<file path="src/sv/ipv4_fragmenter_ethernet_framer_defines.svh">
// assertion macros for the ipv4 fragmenter and ethernet framer
// no dependencies; included by modules that carry assertions
`ifndef IPV4_FRAGMENTER_ETHERNET_FRAMER_DEFINES_SVH
`define IPV4_FRAGMENTER_ETHERNET_FRAMER_DEFINES_SVH
`ifndef ASSERT_OFF
`define IPFEF_ASSERT(lbl, clk, rstn, prop) \
	lbl: assert property (@(posedge clk) disable iff (!rstn) prop) \
	else $error("ipfef assertion failed");
`define IPFEF_ASSERT_NEXT(lbl, clk, rstn, pre, post) \
	lbl: assert property (@(posedge clk) disable iff (!rstn) pre |=> post) \
	else $error("ipfef assertion failed");
`else
`define IPFEF_ASSERT(lbl, clk, rstn, prop)
`define IPFEF_ASSERT_NEXT(lbl, clk, rstn, pre, post)
`endif
`endif

</file>
<file path="src/sv/ipfef_pkg.sv">
// shared types and constants of the ipv4 fragmenter and ethernet framer
// no dependencies
`timescale 1ns / 1ps
package ipfef_pkg;
	localparam int unsigned MAX_DATAGRAM = 65535;
	localparam int unsigned IP_HDR_LEN   = 20;
	localparam int unsigned HDR_TOTAL    = 34;
	localparam int unsigned FIFO_DEPTH   = 4;
	localparam int unsigned FIFO_AW      = $clog2(FIFO_DEPTH);
	localparam int unsigned HDR_IDX_W    = $clog2(HDR_TOTAL);

	localparam logic [15:0] LEN_LIMIT = 16'(MAX_DATAGRAM - IP_HDR_LEN);
	localparam logic [10:0] MTU_MIN   = 11'd68;
	localparam logic [10:0] MTU_MAX   = 11'd1500;
	localparam logic [7:0]  TTL_VALUE = 8'd64;

	// register indexes
	localparam logic [2:0] REG_DEST_MAC = 3'd0;
	localparam logic [2:0] REG_SRC_MAC  = 3'd1;
	localparam logic [2:0] REG_SRC_IP   = 3'd2;
	localparam logic [2:0] REG_DEST_IP  = 3'd3;
	localparam logic [2:0] REG_MTU      = 3'd4;
	localparam logic [2:0] REG_IDENT    = 3'd5;

	// work item passed from front to back
	typedef struct packed {
		logic [7:0]  data;
		logic        last;
		logic        err;
		logic        hdr;
		logic        mf;
		logic [10:0] size;
		logic [12:0] offset;
		logic [7:0]  proto;
	} cmd_t;

	// addressing fields used by the header generator
	typedef struct packed {
		logic [47:0] dest_mac;
		logic [47:0] src_mac;
		logic [31:0] src_ip;
		logic [31:0] dest_ip;
		logic [15:0] ident;
	} hdr_cfg_t;
endpackage

</file>
<file path="src/sv/ipv4_fragmenter_ethernet_framer.sv">
// top level: configuration registers, front end, queue and back end
// depends on ipfef_pkg, ipfef_front, ipfef_fifo, ipfef_back
//
//  channel | direction | beat contents
//  s_*     | in        | tdata: payload_byte, segment_length, upper_protocol; tuser: first_byte
//  m_*     | out       | tdata: frame_byte; tlast: frame_end; tuser: too_long
//  cfg_*   | in        | cfg_index register number, cfg_data value
//
// payload beats pass one per cycle unless m_tready stalls; the first beat of a fragment adds
// 34 header beats, during which the queue of four items fills and s_tready drops.
// the header generator in the back end sets the rate during header bursts.
// reset restores link_mtu 1500, ident 1 and other registers to zero.
// either side may stall independently; the queue and output register decouple them.
`timescale 1ns / 1ps
module ipv4_fragmenter_ethernet_framer (
	input  logic        clk,
	input  logic        arst_n,
	input  logic        s_tvalid,
	output logic        s_tready,
	input  logic [31:0] s_tdata,  // payload_byte, segment_length, upper_protocol
	input  logic        s_tuser,  // first_byte
	output logic        m_tvalid,
	input  logic        m_tready,
	output logic [7:0]  m_tdata,  // frame_byte
	output logic        m_tlast,
	output logic        m_tuser,  // too_long
	input  logic        cfg_valid,
	output logic        cfg_ready,
	input  logic [2:0]  cfg_index,
	input  logic [47:0] cfg_data
);
	import ipfef_pkg::*;

	hdr_cfg_t    hcfg_q;
	logic [10:0] mtu_q;
	logic        cmd_valid;
	logic        q_not_full;
	logic        q_not_empty;
	logic        q_pop;
	cmd_t        cmd;
	cmd_t        q_data;

	assign cfg_ready = 1'b1;

	// configuration registers
	always_ff @(posedge clk or negedge arst_n) begin
		if (!arst_n) begin
			hcfg_q <= '{dest_mac: '0, src_mac: '0, src_ip: '0, dest_ip: '0, ident: 16'd1};
			mtu_q  <= 11'd1500;
		end else if (cfg_valid) begin
			unique case (cfg_index)
				REG_DEST_MAC: hcfg_q.dest_mac <= cfg_data;
				REG_SRC_MAC:  hcfg_q.src_mac  <= cfg_data;
				REG_SRC_IP:   hcfg_q.src_ip   <= cfg_data[31:0];
				REG_DEST_IP:  hcfg_q.dest_ip  <= cfg_data[31:0];
				REG_MTU:      mtu_q           <= cfg_data[10:0];
				REG_IDENT:    hcfg_q.ident    <= cfg_data[15:0];
				default:      ;
			endcase
		end
	end

	ipfef_front u_front (
		.clk            (clk),
		.arst_n         (arst_n),
		.in_valid       (s_tvalid),
		.in_ready       (s_tready),
		.payload_byte   (s_tdata[7:0]),
		.first_byte     (s_tuser),
		.segment_length (s_tdata[23:8]),
		.upper_protocol (s_tdata[31:24]),
		.link_mtu       (mtu_q),
		.cmd_valid      (cmd_valid),
		.cmd_ready      (q_not_full),
		.cmd            (cmd)
	);

	ipfef_fifo u_fifo (
		.clk       (clk),
		.arst_n    (arst_n),
		.push      (cmd_valid),
		.push_data (cmd),
		.not_full  (q_not_full),
		.pop       (q_pop),
		.not_empty (q_not_empty),
		.pop_data  (q_data)
	);

	ipfef_back u_back (
		.clk        (clk),
		.arst_n     (arst_n),
		.hcfg       (hcfg_q),
		.q_valid    (q_not_empty),
		.q_data     (q_data),
		.q_pop      (q_pop),
		.out_valid  (m_tvalid),
		.out_ready  (m_tready),
		.frame_byte (m_tdata),
		.frame_end  (m_tlast),
		.too_long   (m_tuser)
	);
endmodule

</file>
<file path="src/sv/ipfef_front.sv">
// front end: segment tracking and fragment classification of input beats
// depends on ipfef_pkg
`timescale 1ns / 1ps
module ipfef_front (
	input  logic                clk,
	input  logic                arst_n,
	input  logic                in_valid,
	output logic                in_ready,
	input  logic [7:0]          payload_byte,
	input  logic                first_byte,
	input  logic [15:0]         segment_length,
	input  logic [7:0]          upper_protocol,
	input  logic [10:0]         link_mtu,
	output logic                cmd_valid,
	input  logic                cmd_ready,
	output ipfef_pkg::cmd_t     cmd
);
	import ipfef_pkg::*;

	logic [15:0] remain_q;
	logic [10:0] fill_q;
	logic [12:0] offset_q;
	logic [7:0]  proto_q;
	logic        drop_q;
	logic [10:0] fsize_q;

	logic [15:0] remain_d;
	logic [10:0] fill_d;
	logic [12:0] offset_d;
	logic [7:0]  proto_d;
	logic        drop_d;
	logic [10:0] fsize_d;
	logic        produce;
	logic        accept;
	logic [10:0] mtu_c;
	logic [10:0] pmax;
	logic [10:0] size;
	logic [10:0] fill_inc;
	logic [15:0] remain_dec;
	logic        go;
	logic [15:0] cur_remain;
	logic [10:0] cur_fill;
	logic [12:0] cur_offset;
	logic [7:0]  cur_proto;

	assign in_ready = cmd_ready;
	assign accept   = in_valid & in_ready;

	// largest fragment payload, a multiple of eight
	always_comb begin
		mtu_c = link_mtu;
		if (mtu_c < MTU_MIN) mtu_c = MTU_MIN;
		if (mtu_c > MTU_MAX) mtu_c = MTU_MAX;
		pmax = (mtu_c - 11'(IP_HDR_LEN)) & ~11'd7;
	end

	// classify the beat and compute the next segment state
	always_comb begin
		remain_d   = remain_q;
		fill_d     = fill_q;
		offset_d   = offset_q;
		proto_d    = proto_q;
		drop_d     = drop_q;
		fsize_d    = fsize_q;
		produce    = 1'b0;
		go         = 1'b0;
		cur_remain = remain_q;
		cur_fill   = fill_q;
		cur_offset = offset_q;
		cur_proto  = proto_q;
		size       = fsize_q;
		fill_inc   = '0;
		remain_dec = '0;
		cmd        = '0;
		cmd.data   = payload_byte;
		if (first_byte) begin
			fill_d   = '0;
			offset_d = '0;
			fsize_d  = '0;
			drop_d   = 1'b0;
			if (segment_length > LEN_LIMIT) begin
				remain_d = segment_length - 16'd1;
				drop_d   = (segment_length != 16'd1);
				produce  = 1'b1;
				cmd.err  = 1'b1;
				cmd.data = '0;
			end else begin
				remain_d = segment_length;
				if (segment_length != 16'd0) begin
					proto_d    = upper_protocol;
					go         = 1'b1;
					cur_remain = segment_length;
					cur_fill   = '0;
					cur_offset = '0;
					cur_proto  = upper_protocol;
				end
			end
		end else if (remain_q != 16'd0) begin
			if (drop_q) begin
				remain_d = remain_q - 16'd1;
				if (remain_q == 16'd1) drop_d = 1'b0;
			end else begin
				go = 1'b1;
			end
		end

		if (go) begin
			produce = 1'b1;
			if (cur_fill == 11'd0) begin
				size    = (cur_remain < {5'd0, pmax}) ? cur_remain[10:0] : pmax;
				fsize_d = size;
				cmd.hdr = 1'b1;
				cmd.mf  = (cur_remain > {5'd0, size});
			end
			fill_inc   = cur_fill + 11'd1;
			remain_dec = cur_remain - 16'd1;
			remain_d   = remain_dec;
			cmd.size   = size;
			cmd.offset = cur_offset;
			cmd.proto  = cur_proto;
			if (fill_inc >= size || remain_dec == 16'd0) begin
				cmd.last = 1'b1;
				offset_d = cur_offset + {5'd0, size[10:3]};
				fill_d   = '0;
			end else begin
				fill_d = fill_inc;
			end
		end
	end

	assign cmd_valid = accept & produce;

	// segment state
	always_ff @(posedge clk or negedge arst_n) begin
		if (!arst_n) begin
			remain_q <= '0;
			fill_q   <= '0;
			offset_q <= '0;
			proto_q  <= '0;
			drop_q   <= 1'b0;
			fsize_q  <= '0;
		end else if (accept) begin
			remain_q <= remain_d;
			fill_q   <= fill_d;
			offset_q <= offset_d;
			proto_q  <= proto_d;
			drop_q   <= drop_d;
			fsize_q  <= fsize_d;
		end
	end
endmodule

</file>
<file path="src/sv/ipfef_fifo.sv">
// short queue of work items between front and back
// depends on ipfef_pkg
`timescale 1ns / 1ps
module ipfef_fifo (
	input  logic            clk,
	input  logic            arst_n,
	input  logic            push,
	input  ipfef_pkg::cmd_t push_data,
	output logic            not_full,
	input  logic            pop,
	output logic            not_empty,
	output ipfef_pkg::cmd_t pop_data
);
	import ipfef_pkg::*;

	cmd_t                 mem_q [FIFO_DEPTH];
	logic [FIFO_AW-1:0]   wr_q;
	logic [FIFO_AW-1:0]   rd_q;
	logic [FIFO_AW:0]     count_q;

	assign not_full  = (count_q != (FIFO_AW+1)'(FIFO_DEPTH));
	assign not_empty = (count_q != '0);
	assign pop_data  = mem_q[rd_q];

	// storage
	always_ff @(posedge clk) begin
		if (push) mem_q[wr_q] <= push_data;
	end

	// pointers and fill level
	always_ff @(posedge clk or negedge arst_n) begin
		if (!arst_n) begin
			wr_q    <= '0;
			rd_q    <= '0;
			count_q <= '0;
		end else begin
			if (push) wr_q <= wr_q + 1'b1;
			if (pop)  rd_q <= rd_q + 1'b1;
			unique case ({push, pop})
				2'b10:   count_q <= count_q + 1'b1;
				2'b01:   count_q <= count_q - 1'b1;
				default: count_q <= count_q;
			endcase
		end
	end
endmodule

</file>
<file path="src/sv/ipfef_back.sv">
// back end: header sequencer, checksum and output register
// depends on ipfef_pkg and the assertion macro header
`timescale 1ns / 1ps
`include "ipv4_fragmenter_ethernet_framer_defines.svh"
module ipfef_back (
	input  logic                clk,
	input  logic                arst_n,
	input  ipfef_pkg::hdr_cfg_t hcfg,
	input  logic                q_valid,
	input  ipfef_pkg::cmd_t     q_data,
	output logic                q_pop,
	output logic                out_valid,
	input  logic                out_ready,
	output logic [7:0]          frame_byte,
	output logic                frame_end,
	output logic                too_long
);
	import ipfef_pkg::*;

	cmd_t                 cur_q;
	logic                 active_q;
	logic                 hdr_q;
	logic [HDR_IDX_W-1:0] idx_q;
	logic [19:0]          sum_q;
	logic                 ovalid_q;
	logic [7:0]           obyte_q;
	logic                 oend_q;
	logic                 oerr_q;

	logic                 can_load;
	logic                 finishing;
	logic [HDR_IDX_W-1:0] widx_full;
	logic [3:0]           widx;
	logic [15:0]          word;
	logic [15:0]          sum_word;
	logic [15:0]          cksum;
	logic [7:0]           hbyte;
	logic [5:0]           boff;

	assign can_load  = !ovalid_q || out_ready;
	assign finishing = can_load && active_q && !hdr_q;
	assign q_pop     = q_valid && (!active_q || finishing);
	assign cksum     = ~sum_q[15:0];

	// ip header word selection; checksum word is zero while summing
	always_comb begin
		widx_full = idx_q - HDR_IDX_W'(14);
		unique case (1'b1)
			(idx_q < HDR_IDX_W'(10)): widx = idx_q[3:0];
			default:                  widx = widx_full[4:1];
		endcase
		unique case (widx)
			4'd0:    word = 16'h4500;
			4'd1:    word = {5'd0, cur_q.size} + 16'(IP_HDR_LEN);
			4'd2:    word = hcfg.ident;
			4'd3:    word = {2'b00, cur_q.mf, cur_q.offset};
			4'd4:    word = {TTL_VALUE, cur_q.proto};
			4'd5:    word = '0;
			4'd6:    word = hcfg.src_ip[31:16];
			4'd7:    word = hcfg.src_ip[15:0];
			4'd8:    word = hcfg.dest_ip[31:16];
			4'd9:    word = hcfg.dest_ip[15:0];
			default: word = '0;
		endcase
		sum_word = word;
		if (widx == 4'd5 && idx_q >= HDR_IDX_W'(14)) word = cksum;
	end

	// header byte at the current position
	always_comb begin
		boff = '0;
		priority if (idx_q < HDR_IDX_W'(6)) begin
			boff  = 6'(6'd40 - {idx_q[2:0], 3'b000});
			hbyte = hcfg.dest_mac[boff +: 8];
		end else if (idx_q < HDR_IDX_W'(12)) begin
			boff  = 6'(6'd40 - {3'(idx_q - HDR_IDX_W'(6)), 3'b000});
			hbyte = hcfg.src_mac[boff +: 8];
		end else if (idx_q == HDR_IDX_W'(12)) begin
			hbyte = 8'h08;
		end else if (idx_q == HDR_IDX_W'(13)) begin
			hbyte = 8'h00;
		end else begin
			hbyte = widx_full[0] ? word[7:0] : word[15:8];
		end
	end

	// sequencer and checksum accumulation
	always_ff @(posedge clk or negedge arst_n) begin
		if (!arst_n) begin
			active_q <= 1'b0;
			hdr_q    <= 1'b0;
			idx_q    <= '0;
		end else begin
			if (q_pop) begin
				active_q <= 1'b1;
				hdr_q    <= q_data.hdr;
				idx_q    <= '0;
			end else if (finishing) begin
				active_q <= 1'b0;
			end else if (can_load && active_q && hdr_q) begin
				if (idx_q == HDR_IDX_W'(HDR_TOTAL - 1)) hdr_q <= 1'b0;
				idx_q <= idx_q + 1'b1;
			end
		end
	end

	always_ff @(posedge clk) begin
		if (q_pop) cur_q <= q_data;
		if (can_load && active_q && hdr_q) begin
			priority if (idx_q == '0)
				sum_q <= {4'd0, sum_word};
			else if (idx_q < HDR_IDX_W'(10))
				sum_q <= sum_q + {4'd0, sum_word};
			else if (idx_q < HDR_IDX_W'(12))
				sum_q <= {4'd0, sum_q[15:0]} + {16'd0, sum_q[19:16]};
			else
				sum_q <= sum_q;
		end
	end

	// output register
	always_ff @(posedge clk or negedge arst_n) begin
		if (!arst_n) begin
			ovalid_q <= 1'b0;
		end else if (can_load) begin
			ovalid_q <= active_q;
		end
	end

	always_ff @(posedge clk) begin
		if (can_load && active_q) begin
			if (hdr_q) begin
				obyte_q <= hbyte;
				oend_q  <= 1'b0;
				oerr_q  <= 1'b0;
			end else begin
				obyte_q <= cur_q.data;
				oend_q  <= cur_q.last;
				oerr_q  <= cur_q.err;
			end
		end
	end

	assign out_valid  = ovalid_q;
	assign frame_byte = obyte_q;
	assign frame_end  = oend_q;
	assign too_long   = oerr_q;

	`IPFEF_ASSERT(a_idx_range, clk, arst_n, (active_q && hdr_q) |-> (idx_q < HDR_IDX_W'(HDR_TOTAL)))
	`IPFEF_ASSERT(a_err_no_end, clk, arst_n, (ovalid_q && oerr_q) |-> !oend_q)
	`IPFEF_ASSERT_NEXT(a_pop_starts, clk, arst_n, q_pop, active_q)
endmodule

</file>
<file path="config.mk">
export PLATFORM = sky130hd
export DESIGN_NAME = ipv4_fragmenter_ethernet_framer
export DESIGN_NICKNAME = d
export VERILOG_FILES = /design/src/sv/ipfef_pkg.sv /design/src/sv/ipv4_fragmenter_ethernet_framer.sv /design/src/sv/ipfef_front.sv /design/src/sv/ipfef_fifo.sv /design/src/sv/ipfef_back.sv
export VERILOG_INCLUDE_DIRS = /design/src /design/src/sv
export SDC_FILE = /design/constraint.sdc
export NUM_CORES = 1
export LEC_CHECK = 0
export BUFFER_PORTS_ARGS = -buffer_cell sky130_fd_sc_hd__buf_2
export CAP_MARGIN = 20
export CORE_MARGIN = 2
export CORE_UTILIZATION = 40
export DETAILED_ROUTE_END_ITERATION = 7
export PLACE_DENSITY_LB_ADDON = 0.1
export SETUP_SLACK_MARGIN = 0.3
export SLEW_MARGIN = 20
export SYNTH_ARGS = -nofsm -noshare
export SYNTH_HDL_FRONTEND = slang
export SYNTH_SLANG_ARGS = --single-unit
</file>
<file path="constraint.sdc">
create_clock -name clk -period 10.3 [get_ports clk]
set_clock_uncertainty 0.05 [all_clocks]
set_input_delay 1.03 -clock clk [delete_from_list [all_inputs] [get_ports clk]]
set_output_delay 1.03 -clock clk [all_outputs]
set_load 0.01 [all_outputs]
</file>
# Word level (Yosys, flattened, before mapping)
# Memories as Yosys holds them, arrays and structs flattened.
# Index checks and enable logic that the tools add are counted.
# totals
regBits	336
ramBits	176
memories	1
in_bits	89
output_inout_bits	13
# mem_list
name	depth	word_bits	rd	rd_clocked_by_memory_dff	write_ports	line_no	source
u_fifo.mem_q	4	44	1	0	1	ipfef_fifo.sv:16	cmd_t mem_q [FIFO_DEPTH];
# classes
addsub	18
mux	74
reduce_logical	40
eq_ne	23
bitwise	3
n_lt_le_gt_ge	10
n_shift	2
# op_table
cell	n
$mux 16	10
$mux 11	14
$pmux 16 s9	1
$shiftx 48x7->8	2
$mux 8	11
$mux 13	6
$sub 16x1->16 const B	3
$mux 20	2
$mux 34	1
$reduce_bool 16->1	2
$mux 1	23
$add 20x16->20	1
$reduce_and 2->1	10
$mux 6	3
$add 16x4->17	1
$eq 16x1->1 const B	1
$eq 4x3->1 const B	4
$gt 16x11->1	1
$gt 16x16->1 const B	1
$logic_not 16->1	1
$lt 16x11->1	1
$ne 16x1->1 const B	1
$not 16->16	1
$add 13x8->13	1
42 further kinds	68

# Longest topological paths before layout
# Gate-level depths: netlist of run 1.
# logic_depth
ltp_word	13
mapped_depth	30
depth_no_buf	27

# Modules after synthesis
# Synthesis of run 1 repeated with hierarchy kept, for this count alone.
# unflattened
hier_cells	2122
area_unflattened_um2	26541.7
# modules_own_cells
mod	area_per_inst_um2	instances	cells_per_inst
ipv4_fragmenter_ethernet_framer	7103.1	1	401
ipfef_fifo	6810.3	1	266
ipfef_back	6560.0	1	685
ipfef_front	6068.3	1	770

# Worst setup path after synthesis of run 1
# No wires, ideal clock.
# synth_timing
path_kind	in2reg
start	in s_tdata[8]
end	reg u_front.offset_q[11]
setup_time_ps	129
arrival_time_ps	6451
cell_stages	27
path_slack_ps	3670
required_ps	10121
path_cell_list	inv_1 > ha_1 > or4b_4 > nor3_4 > a21o_1 > buf_6 > buf_2 > buf_1 > mux2i_1 > inv_1 > ha_1 > or4_1 > o21ai_2 > buf_6 > mux2i_1 > mux2i_1 > inv_1 > ha_1 > a21o_1 > a21o_1 > a2111oi_0 > o41ai_1 > nand2_1 > xor2_1 > nor2_1 > a32oi_1 > a211oi_1
# synth_between
elab_chain_cells	12
word_cells_on_any_way	27
classes_between	add/sub: 3; order compare: 3; mux: 17; reduce/logical: 4
# synth_lines
element	line_no	source
from (decl)	ipv4_fragmenter_ethernet_framer.sv:20	input logic [31:0] s_tdata,
branches (longest 11 deep; another with $gt 16x16->1)	-	
$mux 13 *	ipfef_front.sv:107	if (go) begin
to (signal assigned)	ipfef_front.sv:145	offset_q <= offset_d;
to (decl)	ipfef_front.sv:22	logic [12:0] offset_q;
# Mark *: on every way between the ends. The select of a mux whose other input is x is not followed.
# A chain may end at the register's enable or synchronous reset.

# Worst setup path in the final report of run 1
# layout_timing
start	in s_tdata[8]
end	reg u_front.fill_q[1]
# layout_between
elab_chain_cells	12
word_cells_on_any_way	25
classes_between	add/sub: 2; order compare: 3; mux: 14; reduce/logical: 6
# layout_lines
element	line_no	source
branches (longest 12 deep; another with $gt 16x16->1)	-	
to (signal assigned)	ipfef_front.sv:144	fill_q <= fill_d;
to (decl)	ipfef_front.sv:21	logic [10:0] fill_q;
# Parallel ways; which one is timed is not known. The select of a mux whose other input is x is not followed.

==> results.yml, run 1 <==
sta:
  setup_violations: 0
  setup_tns_ns: 0
  worst_pin_slew_ns: 0.998
  fin_crit_ns: 7.95
  hold_viol_final: 0
  relSlewSlack_pct: 33.3
  rsz0062_at_grt: "false"
  finalMaxSlewViolations: 0
  max_freq_ghz: 0.126
  post-route-period-util_pct: 77.2
clock_tree:
  insertion_delay_ns: 0.65
  clock_sinks: 512
  clk_pin_slew_ns: 0.06
  cts_tree: "done"
  clockBufferDepth: 3
  cts_max_level: 2
  cts_hold_buffers: 0
  post_cts_buffers: 0
  cts_inserted_buffers: 57
  root_buffer: "clkbuf_16"
  ctsResizeCount: 0
min_path:
  hp-class: "in -> async"
route:
  firstDrtPassIters: 7
  dr_total_vias: 17400
  wl_mm: 71.2
  antenna_left: 0
  drc_errors: 0
  vias_per_cell: 5.66
  drt_iter0_drc: 1190
  wl_per_cell_um: 23.2
synthesis:
  yosysUniqueCellTypes: 82
  ys.warnings.count: 0
  synth_edf_count: 249
  synth_nets: 2246
  ys_seq_area_share_pct: 54.6
  ys_top_cells_by_count: "255 x dfrtp_1, 249 x edfxtp_1, 210 x mux2_2"
  synthArstFlopShare_pct: 51.4
  synth-seq-cells: 512
  syn-instance-count: 2080
  yosys.area.top_type: "edfxtp_1"
  ys.flop_type: "dfrtp_1"
  avgSynthCellArea_um2: 12.4
  netlist_area_um2: 25800
  synth.top_cell.area_share_pct: 29.0
  ys_top_cells_by_area: "edfxtp_1 29%, dfrtp_1 25%, mux2_2 9.2%"
  post-synth-top-count-cell: "dfrtp_1"
floorplanning:
  ios: 102
  die_h_um: 258
  core_um2: 64100
  initial_utilization_pct: 40.2
  rows: 93
  die_w_um: 258
  die_area_um2: 66500
job:
  cap_violations: 0
grt:
  antenna_found_initial: 2
  grt_max_degree: 72
  grt_pass1_wl_mm: 110
  gr-total-overflow: 0
  grt_usage_pct: 21.5
  grt_pass1_vias: 17700
place:
  place.port_buffers: 100
  hpwl_mm: 49.4
  place.gp.congestion: 0.858
critical_path:
  rr_startpoint: "mtu_q[8]"
  worstSetupEndpointType: "register"
  worst_ep_required_time_ns: 10.80
  ff2ff_setup_slack_ns: 3.19
  cp_max_fo: 24
  crit_arrival_ns: 8.45
  startpoint_type: "primary input"
  reg2regPathDepth: 20
  path_class: "in -> reg"
  r2r-end: "u_front.fill_q[1]"
status:
  status: "finished, final reports clean"
finish:
  syn_to_final_growth_pct: 13.6
  final_util_pct: 45.7
  nets: 2334
  drive_gt1_share_pct: 24.8
power_and_ir_drop:
  power-per-cell-area_nw_per_um2: 270
  peakVddDrop_mv: 0.155
  p_leak_nw: 11.5
## metrics by stage
stage / power [mW] / cell area [µm²] / std cells / hold WS [ns] / worst slack, ns
CTS: 7.99 / 29300 / 3072 / 0.316 / 2.48
global route: 8.40 / 29300 / 3073 / 0.337 / 1.66
detailed placement: 5.85 / 27300 / 2964 / 0.421 / 1.84
global placement: 5.81 / 27300 / 2964 / 0.415 / 1.98
finish: 7.91 / 29300 / 3074 / 0.312 / 2.35
floorplan: 4.97 / 25800 / 2080 / 0.400 / 3.67
## layout by cell type, fill, tap and decap left out, drive strengths merged, types with 22 or more instances in the layout
| cell | netlist | routed |
|---|---|---|
| inv | 78 | 82 |
| xnor2 | 48 | 48 |
| mux2i | 40 | 40 |
| o21ai | 107 | 107 |
| nand2 | 140 | 140 |
| ha | 73 | 73 |
| clkbuf | 79 | 80 |
| xor2 | 44 | 44 |
| nor2 | 137 | 137 |
| mux4 | 53 | 53 |
| edfxtp | 249 | 249 |
| buf | 35 | 143 |
| dfrtp | 255 | 255 |
| a22oi | 24 | 24 |
| clkinv | 2 | 22 |
| mux2 | 210 | 210 |
| nor3 | 36 | 36 |
| nand3 | 35 | 35 |
| a21oi | 65 | 65 |
## kinds of logic (layout without fill, tap and decap cells)
kind of cell / count (synthesis) / count (layout) / share of synthesized area, %
other: 1 / 3 / 0.0145
DFF: 512 / 512 / 54.6
muxes: 303 / 303 / 15.4
xor gates and xnor gates: 92 / 92 / 3.13
buffers and inverters: 194 / 331 / 2.99
and+or+nand+nor: 502 / 502 / 9.51
AOI/OAI and AO/OA: 399 / 399 / 10.6
adders and majority gates: 77 / 77 / 3.85
## final cells by class
cell class                      count  area (µm²)
Fill cell                        5913       34800
Multi-Input combinational cell   1374       11000
Clock buffer                       80        1700
Timing Repair Buffer              143         833
Clock inverter                     28         295
Sequential cell                   512       14100
Inverter                           80         300
Antenna cell                        2        5.00
Tap cell                          855        1070
## metal layers
metal  routed length [µm]  GRT usage, %
met1                31500          29.4
met2                34700          35.9
met3                 3080          2.39
met4                 2020          6.82
met5                    0             0
## worst max-delay path: stages
cell and delay [ns]:
buf_2 0.13, inv_1 0.06, ha_1 0.24, or4b_4 0.51
nor3_4 0.31, a21o_1 0.68, buf_4 0.44, mux2i_1 0.29
inv_1 0.09, ha_1 0.32, a21oi_1 0.14, nor2b_1 0.05
o21ai_0 0.12, o21ai_0 0.12, o21ai_2 0.67, mux2i_1 0.25
o21a_1 0.26, ha_1 0.31, a2111oi_0 0.43, o21ai_0 0.18
o211ai_1 0.14, a21oi_1 0.10, o31ai_1 0.37, nand3_1 0.49
nor3_1 0.30, buf_4 0.24, a22o_1 0.15
## flip-flops by register name, indices dropped and copies added, names as in the netlist
name	count
hcfg_q	176
u_fifo.mem_q	176
u_back.cur_q	43
u_back.sum_q	20
u_front.remain_q	16
u_front.offset_q	13
mtu_q	11
u_front.fill_q	11
u_front.fsize_q	11
u_back.frame_byte	8
u_front.proto_q	8
u_back.idx_q	6
u_fifo.count_q	3
u_fifo.rd_q	2
u_fifo.wr_q	2
u_back.active_q	1
u_back.frame_end	1
u_back.hdr_q	1
u_back.out_valid	1
u_back.too_long	1
u_front.drop_q	1
## how the worst max path moves through the flow
stage,startpoint,end,slack (ns),cells past startpoint
after floorplan,s_tdata[8],u_front.offset_q[11],3.67,27
after global placement,s_tdata[8],u_front.offset_q[11],1.98,28
after detailed placement,s_tdata[8],u_front.fill_q[0],1.84,27
after CTS,s_tdata[8],u_front.fill_q[7],2.48,27
after global routing,s_tdata[8],u_front.fill_q[1],1.66,27
final,s_tdata[8],u_front.fill_q[1],2.35,27
## where the power goes
part | internal, mW | switching (mW) | total, mW
logic | 1.11 | 1.55 | 2.67
clock network | 1.23 | 0.863 | 2.10
registers | 2.80 | 0.344 | 3.14
total | 5.15 | 2.76 | 7.91
No activity file was read; power rests on OpenSTA's default activity.
==> run 2: changes to the inputs <==
==> constraint.sdc (replaced) <==
create_clock -name clk -period 8.1 [get_ports clk]
set_clock_uncertainty 0.05 [all_clocks]
set_input_delay 0.81 -clock clk [delete_from_list [all_inputs] [get_ports clk]]
set_output_delay 0.81 -clock clk [all_outputs]
set_load 0.01 [all_outputs]
==> results.yml, run 2 (synthesis gave the netlist of run 1 again) <==
status:
  status: "finished, final reports clean"
clock_tree:
  clk_pin_slew_ns: 0.06
  insertion_delay_ns: 0.63
  cts_tree: "done"
  root_buffer: "clkbuf_16"
  clockBufferDepth: 3
  cts_max_level: 2
  cts_inserted_buffers: 57
  ctsResizeCount: 0
  post_cts_buffers: 0
  cts_hold_buffers: 0
  clock_sinks: 512
power_and_ir_drop:
  switching_power_mw: 3.50
  peakVddDrop_mv: 0.203
  seq_power_share_pct: 40.3
  combPwrFrac_pct: 34.2
  p_sw_share_pct: 35.3
  p_leak_nw: 11.4
  power-per-cell-area_nw_per_um2: 340
  p_int_mw: 6.42
  power_frac_clock_pct: 25.5
place:
  place.port_buffers: 100
  place.gp.congestion: 0.887
  hpwl_mm: 49.9
sta:
  setup_tns_ns: 0
  worst_pin_slew_ns: 1.11
  hold_viol_final: 0
  rsz0062_at_grt: "false"
  setup_violations: 0
  relSlewSlack_pct: 25.6
  fin_hold_ws_ns: 0.183
  finalMaxSlewViolations: 0
  fin_crit_ns: 7.06
  post-route-period-util_pct: 87.2
  max_freq_ghz: 0.142
critical_path:
  worst_ep_required_time_ns: 8.59
  path_class: "in -> reg"
  worstSetupEndpointType: "register"
  r2r-end: "u_front.fill_q[1]"
  crit_arrival_ns: 7.55
  cp_max_fo: 29
  startpoint_type: "primary input"
  reg2regPathDepth: 21
  ff2ff_setup_slack_ns: 1.16
  rr_startpoint: "mtu_q[8]"
route:
  wl_mm: 71.8
  drt_iter0_drc: 1383
  dr_total_vias: 17600
  drc_errors: 0
  top_layer: "met4"
  wl_per_cell_um: 23.3
  met1_length_mm: 32.0
  wl_met2_mm: 35.2
  firstDrtPassIters: 8
  vias_per_cell: 5.73
  antenna_left: 0
  met3WireLength_mm: 2.82
grt:
  gr-total-overflow: 0
  grt_usage_pct: 21.6
  antenna_found_initial: 3
  grt_pass1_vias: 17800
  grt_pass1_wl_mm: 111
  grt_max_degree: 95
job:
  cap_violations: 0
finish:
  drive_gt1_share_pct: 24.4
  final_cell_mix: "252 x dfrtp_1, 249 x edfxtp_1, 210 x mux2_2"
  nets: 2337
  largestRegisters: "hcfg_q (176), u_fifo.mem_q (176), u_back.cur_q (43)"
  mostFrequentLayoutCell: "dfrtp_1"
  syn_to_final_growth_pct: 13.2
floorplanning:
  ios: 102
  die_area_um2: 66500
  rows: 93
  die_w_um: 258
  die_h_um: 258
  core_um2: 64100
  initial_utilization_pct: 40.2
min_path:
  hp-class: "in -> async"
-- run 2: cell count changes in the layout (fill, tap and decap cells not counted), sizes merged --
cell and change:
buf +3, clkbuf -4, clkinvlp +5, diode +1, inv -1
-- run 2: routing by layer --
metal | vias up | track usage (%)
met4 | 0 | 6.65
met1 | 9099 | 29.6
met5 | - | 0
met3 | 89 | 2.76
met2 | 433 | 36.0
li1 | 8023 | -
-- run 2: power by group through the flow --
| stage | clock (mW) | sequential, mW | combinational, mW |
|---|---|---|---|
| 2_1_floorplan | 0 | 3.85 | 2.47 |
| 3_3_place_gp | 0 | 4.03 | 3.37 |
| 3_5_place_dp | 0 | 4.05 | 3.41 |
| 4_1_cts | 2.60 | 4.00 | 3.43 |
| 5_1_grt | 2.70 | 4.07 | 3.78 |
| 6_report | 2.53 | 4.00 | 3.40 |
-- run 2: final cells by class --
| type | count | area (µm²) |
|---|---|---|
| multi-input cells | 1374 | 11000 |
| well taps | 855 | 1070 |
| clock buffers | 76 | 1550 |
| repair buffers | 146 | 856 |
| clock inverters | 32 | 294 |
| fillers | 5927 | 34900 |
| inverters | 80 | 300 |
| diodes | 3 | 7.51 |
| flip-flops and latches | 512 | 14100 |
-- run 2: critical path, stage by stage --
cell and delay, ns:
buf_2 0.13, inv_1 0.07, ha_1 0.22, or4b_4 0.51, nor3_4 0.31, a21o_1 0.24
buf_4 0.37, mux2i_1 0.30, inv_1 0.09, ha_1 0.32, a21oi_1 0.13, nor2b_1 0.05
o21ai_0 0.13, o21ai_0 0.14, o21ai_2 0.45, buf_4 0.25, mux2i_1 0.24, mux2i_1 0.18
ha_1 0.25, a2111oi_0 0.38, o21ai_0 0.15, o211ai_1 0.12, a21oi_1 0.09, o31ai_1 0.39
nand3_1 0.49, nor3_1 0.34, buf_4 0.24, a22o_1 0.15
-- run 2: worst max path at each step --
stage	from	endpoint	slack, ns	cells past startpoint
2_1_floorplan	s_tdata[8]	u_front.offset_q[11]	1.69	27
3_3_place_gp	s_tdata[8]	u_front.fill_q[0]	0.57	28
3_5_place_dp	s_tdata[8]	u_front.fill_q[9]	0.51	28
4_1_cts	s_tdata[8]	u_front.fill_q[9]	1.10	28
5_1_grt	s_tdata[11]	u_front.fill_q[1]	0.54	26
6_report	s_tdata[8]	u_front.fill_q[1]	1.04	28
-- run 2: through the flow --
stage	total power [mW]	cell area, µm²	util, %	worst slack, ns	instances
final	9.93	29200	45.5	1.04	3078
after global routing	10.6	29200	45.5	0.541	3078
after CTS	10.0	29200	45.5	1.10	3074
after detailed placement	7.46	27300	42.6	0.509	2966
after global placement	7.40	27300	42.6	0.567	2966
after floorplan	6.32	25800	-	1.69	2080
